File: src/hw/rtl/gf2at_pkg.sv
`default_nettype none

package gf2at_pkg;

    // Fixed field widths of the request and result channels
    localparam int unsigned DATA_W   = 32;
    localparam int unsigned INDEX_W  = 5;
    localparam int unsigned NARROW_W = 8;

    // Configuration port: two 32-bit registers at 4-byte spacing
    localparam int unsigned APB_ADDR_W = 3;
    localparam int unsigned APB_DATA_W = 32;

    // Register select, taken from paddr above the byte offset
    typedef enum logic [0:0] {
        REG_OFFSET = 1'b0,
        REG_NARROW = 1'b1
    } reg_sel_t;

    // Request command
    typedef enum logic [0:0] {
        CMD_LOAD  = 1'b0,
        CMD_XFORM = 1'b1
    } cmd_t;

    // Configuration handed from the register block to the datapath
    typedef struct packed {
        logic [DATA_W-1:0] offset_vector;
        logic              narrow_mode;
    } cfg_t;

endpackage

`default_nettype wire

File: src/hw/rtl/gf2at_regs.sv
`default_nettype none

module gf2at_regs
    import gf2at_pkg::*;
(
    input  wire logic                  clk,
    input  wire logic                  rst_n,
    input  wire logic                  psel,
    input  wire logic                  penable,
    input  wire logic                  pwrite,
    input  wire logic [APB_ADDR_W-1:0] paddr,
    input  wire logic [APB_DATA_W-1:0] pwdata,
    output logic      [APB_DATA_W-1:0] prdata,
    output logic                       pready,
    output cfg_t                       cfg
);

    logic [DATA_W-1:0] offset_reg;
    logic [DATA_W-1:0] offset_next;
    logic              narrow_reg;
    logic              narrow_next;
    logic              wr_en;
    reg_sel_t          sel;

    assign pready = 1'b1;
    assign wr_en  = psel && penable && pwrite && pready;
    assign sel    = reg_sel_t'(paddr[APB_ADDR_W-1:2]);

    // Write decode
    always_comb
    begin
        offset_next = offset_reg;
        narrow_next = narrow_reg;
        if (wr_en)
        begin
            unique case (sel)
                REG_OFFSET: offset_next = pwdata[DATA_W-1:0];
                REG_NARROW: narrow_next = pwdata[0];
                default:    offset_next = offset_reg;
            endcase
        end
    end

    always_ff @(posedge clk or negedge rst_n)
    begin
        if (!rst_n)
        begin
            offset_reg <= '0;
            narrow_reg <= 1'b0;
        end
        else
        begin
            offset_reg <= offset_next;
            narrow_reg <= narrow_next;
        end
    end

    // Read mux
    always_comb
    begin
        unique case (sel)
            REG_OFFSET: prdata = offset_reg;
            REG_NARROW: prdata = {{(APB_DATA_W-1){1'b0}}, narrow_reg};
            default:    prdata = '0;
        endcase
    end

    assign cfg.offset_vector = offset_reg;
    assign cfg.narrow_mode   = narrow_reg;

endmodule

`default_nettype wire

File: src/hw/rtl/gf2at_matrix.sv
`default_nettype none

module gf2at_matrix
    import gf2at_pkg::*;
#(
    parameter int unsigned WIDTH = 32
)
(
    input  wire logic               clk,
    input  wire logic               wr_en,
    input  wire logic [INDEX_W-1:0] wr_idx,
    input  wire logic [DATA_W-1:0]  wr_data,
    input  wire logic [DATA_W-1:0]  vec,
    input  wire logic               narrow,
    output logic      [WIDTH-1:0]   product
);

    logic [WIDTH-1:0] rows [WIDTH];
    logic [WIDTH-1:0] vec_w;
    logic [WIDTH-1:0] prod_wide;
    logic [WIDTH-1:0] prod_narrow;

    assign vec_w = WIDTH'(vec);

    // Row storage: only rows reachable by a 5-bit index are writable
    for (genvar r = 0; r < WIDTH; r++)
    begin : g_row
        if (r < (1 << INDEX_W))
        begin : g_store
            always_ff @(posedge clk)
            begin
                if (wr_en && (wr_idx == INDEX_W'(r)))
                begin
                    rows[r] <= WIDTH'(wr_data);
                end
            end
        end
        else
        begin : g_zero
            assign rows[r] = '0;
        end

        // Row parity; row 0 lands in the top bit
        assign prod_wide[WIDTH-1-r] = ^(rows[r] & vec_w);
    end

    // 8 by 8 map from the low corner of the matrix
    for (genvar n = 0; n < WIDTH; n++)
    begin : g_narrow
        if (n < NARROW_W)
        begin : g_bit
            assign prod_narrow[NARROW_W-1-n] =
                ^(rows[n][NARROW_W-1:0] & vec[NARROW_W-1:0]);
        end
        else
        begin : g_pad
            assign prod_narrow[n] = 1'b0;
        end
    end

    assign product = narrow ? prod_narrow : prod_wide;

endmodule

`default_nettype wire

File: src/hw/rtl/gf2_affine_transform_unit.sv
// Channel   Direction  Handshake            Payload
// request   in         in_valid / in_stall  cmd, row_index, data
// result    out        out_valid/ out_stall result
// config    in         APB write/read       offset_vector (0x0), narrow_mode (0x4)
//
// One request per cycle while in_stall is low; a transform result passes through
// the input register and then the result register around the row-parity array.
// A load writes its row in the cycle after acceptance and produces no result.
// Reset clears control and the config registers; matrix rows hold no reset
// value until written. in_stall rises only while a transform waits behind a
// stalled result.
`default_nettype none

module gf2_affine_transform_unit
    import gf2at_pkg::*;
#(
    parameter int unsigned WIDTH = 32
)
(
    input  wire logic                  clk,
    input  wire logic                  rst_n,
    input  wire logic                  in_valid,
    output logic                       in_stall,
    input  wire logic                  cmd,
    input  wire logic [INDEX_W-1:0]    row_index,
    input  wire logic [DATA_W-1:0]     data,
    output logic                       out_valid,
    input  wire logic                  out_stall,
    output logic      [DATA_W-1:0]     result,
    input  wire logic                  psel,
    input  wire logic                  penable,
    input  wire logic                  pwrite,
    input  wire logic [APB_ADDR_W-1:0] paddr,
    input  wire logic [APB_DATA_W-1:0] pwdata,
    output logic      [APB_DATA_W-1:0] prdata,
    output logic                       pready
);

    cfg_t               cfg;
    logic               in_accept;
    logic               out_free;
    logic               s1_move;
    logic               s1_xform;
    logic [WIDTH-1:0]   product;
    logic [WIDTH-1:0]   offset_w;

    logic               s1_valid_reg;
    logic               s1_valid_next;
    cmd_t               s1_cmd_reg;
    logic [INDEX_W-1:0] s1_idx_reg;
    logic [DATA_W-1:0]  s1_data_reg;
    logic               out_valid_reg;
    logic               out_valid_next;
    logic [DATA_W-1:0]  result_reg;
    logic [DATA_W-1:0]  result_next;

    gf2at_regs u_regs (
        .clk     (clk),
        .rst_n   (rst_n),
        .psel    (psel),
        .penable (penable),
        .pwrite  (pwrite),
        .paddr   (paddr),
        .pwdata  (pwdata),
        .prdata  (prdata),
        .pready  (pready),
        .cfg     (cfg)
    );

    // Stage 1 control: loads always retire, transforms need the result slot
    assign s1_xform  = (s1_cmd_reg == CMD_XFORM);
    assign out_free  = !out_valid_reg || !out_stall;
    assign s1_move   = s1_valid_reg && (!s1_xform || out_free);
    assign in_stall  = s1_valid_reg && !s1_move;
    assign in_accept = in_valid && !in_stall;

    gf2at_matrix #(
        .WIDTH (WIDTH)
    ) u_matrix (
        .clk     (clk),
        .wr_en   (s1_valid_reg && !s1_xform),
        .wr_idx  (s1_idx_reg),
        .wr_data (s1_data_reg),
        .vec     (s1_data_reg),
        .narrow  (cfg.narrow_mode),
        .product (product)
    );

    // Offset add over GF(2)
    assign offset_w = cfg.narrow_mode ? WIDTH'(cfg.offset_vector[NARROW_W-1:0])
                                      : WIDTH'(cfg.offset_vector);

    always_comb
    begin
        s1_valid_next = s1_valid_reg && !s1_move;
        if (in_accept)
        begin
            s1_valid_next = 1'b1;
        end

        out_valid_next = out_valid_reg && out_stall;
        result_next    = result_reg;
        if (s1_move && s1_xform)
        begin
            out_valid_next = 1'b1;
            result_next    = DATA_W'(product ^ offset_w);
        end
    end

    // Control registers
    always_ff @(posedge clk or negedge rst_n)
    begin
        if (!rst_n)
        begin
            s1_valid_reg  <= 1'b0;
            out_valid_reg <= 1'b0;
        end
        else
        begin
            s1_valid_reg  <= s1_valid_next;
            out_valid_reg <= out_valid_next;
        end
    end

    // Payload registers
    always_ff @(posedge clk)
    begin
        if (in_accept)
        begin
            s1_cmd_reg  <= cmd_t'(cmd);
            s1_idx_reg  <= row_index;
            s1_data_reg <= data;
        end
        result_reg <= result_next;
    end

    assign out_valid = out_valid_reg;
    assign result    = result_reg;

    // A load with the slot free leaves no result behind
    a_load_no_result: assert property (@(posedge clk) disable iff (!rst_n)
        (s1_valid_reg && !s1_xform && out_free) |=> !out_valid)
        else $error("load request produced a result");

    // A retiring transform always shows up at the output
    a_xform_result: assert property (@(posedge clk) disable iff (!rst_n)
        (s1_move && s1_xform) |=> out_valid)
        else $error("transform result lost");

    // Input backpressure only from a transform blocked behind a held result
    a_stall_cause: assert property (@(posedge clk) disable iff (!rst_n)
        in_stall |-> (s1_valid_reg && s1_xform && out_valid_reg && out_stall))
        else $error("spurious input stall");

    // Narrow map keeps the upper result bits clear
    a_narrow_upper: assert property (@(posedge clk) disable iff (!rst_n)
        (s1_move && s1_xform && cfg.narrow_mode) |=> (result[DATA_W-1:NARROW_W] == '0))
        else $error("narrow result has upper bits set");

endmodule

`default_nettype wire

File: config.mk
export PLATFORM = sky130hd
export DESIGN_NAME = gf2_affine_transform_unit
export DESIGN_NICKNAME = d
export VERILOG_FILES = /design/src/hw/rtl/gf2at_pkg.sv /design/src/hw/rtl/gf2at_regs.sv /design/src/hw/rtl/gf2at_matrix.sv /design/src/hw/rtl/gf2_affine_transform_unit.sv
export SDC_FILE = /design/constraint.sdc
export NUM_CORES = 2
export LEC_CHECK = 0
export BUFFER_PORTS_ARGS = -buffer_cell sky130_fd_sc_hd__buf_2
export CORE_ASPECT_RATIO = 0.9
export CORE_MARGIN = 10
export CORE_UTILIZATION = 30
export CTS_BUF_LIST = sky130_fd_sc_hd__clkbuf_4 sky130_fd_sc_hd__clkbuf_8 sky130_fd_sc_hd__clkbuf_16
export CTS_CLUSTER_SIZE = 16
export DETAILED_ROUTE_END_ITERATION = 12
export GPL_ROUTABILITY_DRIVEN = 0
export GPL_TIMING_DRIVEN = 0
export PLACE_DENSITY = 0.54
export SLEW_MARGIN = 20
export SYNTH_ARGS = -nofsm -noshare
export SYNTH_HDL_FRONTEND = slang
export SYNTH_SLANG_ARGS = --single-unit
export TNS_END_PERCENT = 100
File: constraint.sdc
create_clock -name clk -period 7.02 [get_ports clk]
set_input_delay 0.702 -clock clk [delete_from_list [all_inputs] [get_ports clk]]
set_output_delay 0.702 -clock clk [all_outputs]
set_load 0.02 [all_outputs]
======== Word-level counts from Yosys, hierarchy flattened ========
Memories as Yosys holds them, arrays and structs flattened.
Cells that the tools add are included.
storage, ports and cells
  memories kept ........................... 1
  register bits ........................... 105
  word-level logic and storage cells ...... 365
  RAM bits ................................ 1024
memories
  name           words  bits a word  rd ports  clocked after Yosys merged registers in  write ports  line                source
  u_matrix.rows  32     32           32        0                                        1            gf2at_matrix.sv:18  logic [WIDTH-1:0] rows [WIDTH];
operators by class
  reduce and logical (&&, ||, !) cells .... 121
  multiplexer cells ....................... 162
  equality and inequality tests ........... 31
  bitwise logic cells ..................... 42
operators by type and width
  operator            count
  $mux 32             33
  $and 32x32->32      32
  $reduce_xor 32->1   32
  $reduce_or 32->1    31
  $mux 5              31
  $mux 1              97
  $eq 5x5->1 const B  16
  $and 8x8->8         8
  $pmux 32 s2         1
  $reduce_xor 8->1    8
  $eq 5x4->1 const B  8
  $logic_and 1x1->1   40
  $xor 32x32->32      1
  $eq 5x3->1 const B  4
  $eq 5x2->1 const B  2
  $eq 5x1->1 const B  1
  $logic_not 1->1     5
  $logic_not 5->1     1
  $reduce_and 2->1    2
  $logic_or 1x1->1    2
  $not 1->1           1

======== Longest topological paths before layout ========
  depth in word-level cells ............... 37
  depth in mapped cells ................... 9
  mapped depth without buffers ............ 8

======== Hierarchy ========
Synthesis repeated with hierarchy kept, for this count alone.
second synthesis, totals
  cell total of the unflattened synthesis .. 3472
  area total of the unflattened synthesis .. 48636.6 µm²
modules (own cells, without submodules)
  module                     seq. area each (µm²)  instances  area each (µm²)  cells an instance
  gf2at_matrix               30749.5               1          44227.4          3224
  gf2_affine_transform_unit  2152.1                1          2800.2           139
  gf2at_regs                 825.8                 1          1609.0           109

======== Least setup slack after synthesis ========
No wires, ideal clock.
  kind .................................... reg2reg
  start point ............................. register s1_cmd_reg
  end point ............................... memory u_matrix.rows[3][4], in the netlist u_matrix.rows[0][100], enable pin
  path buffers ............................ 0
  slack ................................... 3.389 ns
  period minus slack after synthesis ...... 3.631 ns
  required time ........................... 6.559 ns
  data arrival time ....................... 3.170 ns
  stages on the path, launching flop included .. 4
  cells stage by stage .................... edfxtp_1 > nor3b_1 > nand3_1 > nor3_1
on the way
  longest elaborated chain between the ends .. 37
ends and longest elaborated chain
  what                                                              line                              source
  from (decl)                                                       gf2_affine_transform_unit.sv:49   cmd_t s1_cmd_reg;
  from (signal assigned)                                            gf2_affine_transform_unit.sv:130  s1_cmd_reg <= cmd_t'(cmd);
  $logic_not 1->1 *                                                 gf2_affine_transform_unit.sv:81   .wr_en (s1_valid_reg && !s1_xform),
  $logic_and 1x1->1 *                                               gf2_affine_transform_unit.sv:81
  $logic_and 1x1->1                                                 gf2at_matrix.sv:32                if (wr_en && (wr_idx == INDEX_W'(r)))
  $mux 1                                                            gf2at_matrix.sv:32
  $mux 1 (not written as such)                                      gf2at_matrix.sv:34                rows[r] <= WIDTH'(wr_data);
  $reduce_or 32->1 (no line)                                        --
  $mux 5 (no line) / $mux 1 (equally long branches) (31 in series)  --
  to (decl)                                                         gf2at_matrix.sv:18
Mark *: on every way between the ends. The rest lies on a longest branch, timed or not.

======== Worst setup path after layout ========
  start point ............................. register s1_data_reg[0]
  end point ............................... register result_reg[29], in the netlist result[29] (data pin)
on the way
  longest elaborated chain between the ends .. 4
ends and longest elaborated chain
  what                    line                              source
  from (decl)             gf2_affine_transform_unit.sv:51   logic [DATA_W-1:0] s1_data_reg;
  from (signal assigned)  gf2_affine_transform_unit.sv:132  s1_data_reg <= data;
  $and 32x32->32          gf2at_matrix.sv:44                assign prod_wide[WIDTH-1-r] = ^(rows[r] & vec_w);
  $reduce_xor 32->1       gf2at_matrix.sv:44
  $mux 32                 gf2at_matrix.sv:61                assign product = narrow ? prod_narrow : prod_wide;
  $xor 32x32->32          gf2_affine_transform_unit.sv:106  result_next = DATA_W'(product ^ offset_w);
  to (signal assigned)    gf2_affine_transform_unit.sv:134  result_reg <= result_next;
  to (decl)               gf2_affine_transform_unit.sv:54   logic [DATA_W-1:0] result_reg;
Every way passes these cells.
A chain may end at the register's enable or synchronous reset.

==> reports/metrics.yaml <==
grt:
  grt_overflow: 0
  grt_usage_pct: 15.7
  grt_max_degree: 36
  antenna_found_initial: 3
  grt_pass1_wl_um: 198000
  first_global_vias: 25600
timing:
  finalSetupViolations: 0
  finalCriticalPeriod_ns: 3.87
  fin_ws_ns: 3.15
  finalSetupTns_ns: 0
  max_freq_ghz: 0.258
  drv_slew: 0
  hold_ws_ns: 0.137
  worst_pin_slew_ns: 1.02
  period_share_pct: 55.2
  skew_ns: 0.0278
  grt_setup_unrepaired: "no"
  slew_headroom_pct: 31.7
  hold_viol_final: 0
synth:
  synth_cells: 3454
  synth_nets: 3534
  ys_ff_latch: 1129
  synth_area_leaders: "edfxtp_1 68%, xnor2_1 14%, nand2_1 8.1%"
  synth_top_area_share_pct: 68.1
  synth_top_family_by_area: "XOR/XNOR gates"
  synth_warnings: 0
  synth-adder-area-share_pct: 0
  synth.area.mux_share_pct: 0.794
  synth_ff_type: "edfxtp_1"
  synth_compound_area_share_pct: 0.0934
  yosysTopAreaCell: "edfxtp_1"
  yosysSeqAreaShare_pct: 69.9
  synth_area_um2: 48200
  synth.distinct_cells: 26
  syn_avg_cell_area_um2: 14.0
  synthSimpleGateAreaFrac_pct: 9.19
  synth_edf_count: 1094
  synthArstFlopShare_pct: 3.10
  synth-xor-area-share_pct: 18.6
place:
  place_inst: 5855
  dp_slack_ns: 3.09
  hpwl_um: 102000
  numPortBuffers: 143
worst_setup_path:
  critPathRequiredTime_ns: 7.46
  critPathBufInv: 3
  cpMostUsedCell: "xnor2_1"
  start_kind: "flop"
  crit_arrival_ns: 4.31
  crit_family: "XOR/XNOR gates"
  slowest_stage: "edfxtp_1"
  worstPathMaxFanout: 15
  path_cells: "buf_8 -> buf_4 -> buf_2 -> nand2_1 -> xor2_1 -> xnor2_1 -> xnor2_1 -> xnor2_1 -> xnor2_1 -> nor2_1"
  crit_type: "reg -> reg"
  endpoint_kind: "flop"
  cpPeakStageDelay_ns: 0.78
  reg2reg_slack_ns: 3.15
power:
  p_leak_nw: 19.5
  powerDensity_nw_per_um2: 283
  ir_drop_v: 0.000203
  power_mw: 16.4
detailed_routing:
  dr.pass1.iters: 5
  drc_errors: 0
  post_drt_wl_per_cell_um: 23.5
  totalWireLength_um: 143000
  antenna_left: 0
  vias: 26700
  detail_route.vias_per_cell: 4.39
  drt-initial-drc-count: 2329
cells_and_area:
  syn2layout_area_growth_pct: 20.2
  finalNonFillerCells: 6077
  n_fill_cell: 15300
  top_register: "u_matrix.rows"
  drive_above_1_share_pct: 16.2
  num-nets-final: 3943
  largest_reg_flops: 1024
die:
  die_x_um: 443
  fp.dieH_um: 400
  pin_count: 147
  start_util_pct: 30.2
  die-area_um2: 177000
  core_region_area_um2: 160000
  rows: 139
status:
  status: "finished, final reports clean"
run:
  max-cap-violations: 0
cts:
  holdBufCountCts: 1
  htreeDepth: 3
  cts_tree: "done"
  cts_buffers: 120
  clock_sinks: 1129
  clkSlewWorstSetupHoldPaths_ns: 0.06
  cts_root_buf: "clkbuf_16"
  clock_path_buffers: 3
  insertion_delay_ns: 0.74
  cts_resized: 0
  post_cts_buffers: 0
min_path:
  hp-class: "in -> reg"
synthesized netlist by cell type, types with 2 or more instances:
master	instances
buf_6	5
xor2_1	272
nor2b_1	31
mux2_2	34
nor3_1	8
nand3b_1	2
buf_4	39
nand3_1	2
nand2b_1	7
nand2_1	1039
xnor2_1	752
nand4_1	2
buf_2	52
dfrtp_1	35
clkbuf_1	14
o21ai_1	8
nor2_1	50
edfxtp_1	1094
cell type report:
type / count / area [µm²] / area share [%]
antenna: 1 / 2.50 / 0.00432
buffer: 111 / 671 / 1.16
clock buffer: 151 / 3250 / 5.61
clock inverter: 69 / 527 / 0.909
inverter: 1 / 3.75 / 0.00647
multi-input combinational: 2213 / 14100 / 24.3
sequential: 1129 / 33700 / 58.2
tap: 2115 / 2650 / 4.56
timing repair buffer: 287 / 3080 / 5.30
through the flow:
| step | cell area (µm²) | utilization (%) |
|---|---|---|
| after detailed placement | 54200 | 33.9 |
| after global placement | 51600 | 32.3 |
| final | 58000 | 36.3 |
| after global routing | 58000 | 36.3 |
| after CTS | 58000 | 36.3 |
| after floorplan | 48200 | - |
cell families after synthesis:
kind of cell | count (synthesis)
other | 1
flip-flops | 1129
AO/OA/AOI/OAI | 9
multiplexers | 34
XOR/XNOR | 1024
buffers and inverters | 112
AND/OR/NAND/NOR | 1145
cell usage in the layout, fill, tap and decap left out, types with 2 or more instances in the layout:
| cell | count |
|---|---|
| clkbuf_2 | 4 |
| nand2_1 | 1039 |
| nor2b_1 | 31 |
| nand3_1 | 2 |
| buf_12 | 17 |
| buf_16 | 23 |
| clkinvlp_4 | 3 |
| dfrtp_1 | 35 |
| bufinv_16 | 7 |
| buf_6 | 13 |
| xor2_1 | 272 |
| nor2_4 | 24 |
| buf_4 | 59 |
| mux2_2 | 34 |
| nand3b_1 | 2 |
| clkinv_1 | 33 |
| clkinv_4 | 4 |
| buf_8 | 76 |
| buf_2 | 194 |
| inv_6 | 5 |
| nand4_1 | 2 |
| edfxtp_1 | 1094 |
| nor3_2 | 8 |
| clkbuf_4 | 30 |
| nor2_1 | 26 |
| clkinv_2 | 16 |
| o21ai_1 | 8 |
| clkbuf_1 | 10 |
| xnor2_1 | 752 |
| nand2b_1 | 7 |
| clkbuf_16 | 121 |
worst paths after layout:
path	start	end	cells past startpoint
setup / recovery	s1_data_reg[0]	result[29]	10
hold / removal	row_index[4]	s1_idx_reg[4]	1
setup reg to reg	s1_data_reg[0]	result[29]	10
hold reg to reg	u_regs.offset_reg[5]	u_regs.offset_reg[5]	1
max in group asynchronous	rst_n	u_regs.offset_reg[5]	2
min in group asynchronous	rst_n	u_regs.offset_reg[21]	2
power by group:
group	internal, mW	leakage (nW)	switching [mW]
sequential	7.57	10.3	0.126
combinational	0.935	7.29	1.58
clock	3.52	1.89	2.65
layer usage:
metal	track usage [%]	vias to the layer above	part of all wire, %
met5	0	-	0
met4	3.91	0	2.6
met3	2.26	176	5.1
met2	25.5	745	47
met1	21.9	13300	46
li1	-	12400	-
Power figures use the tool's default switching activity.
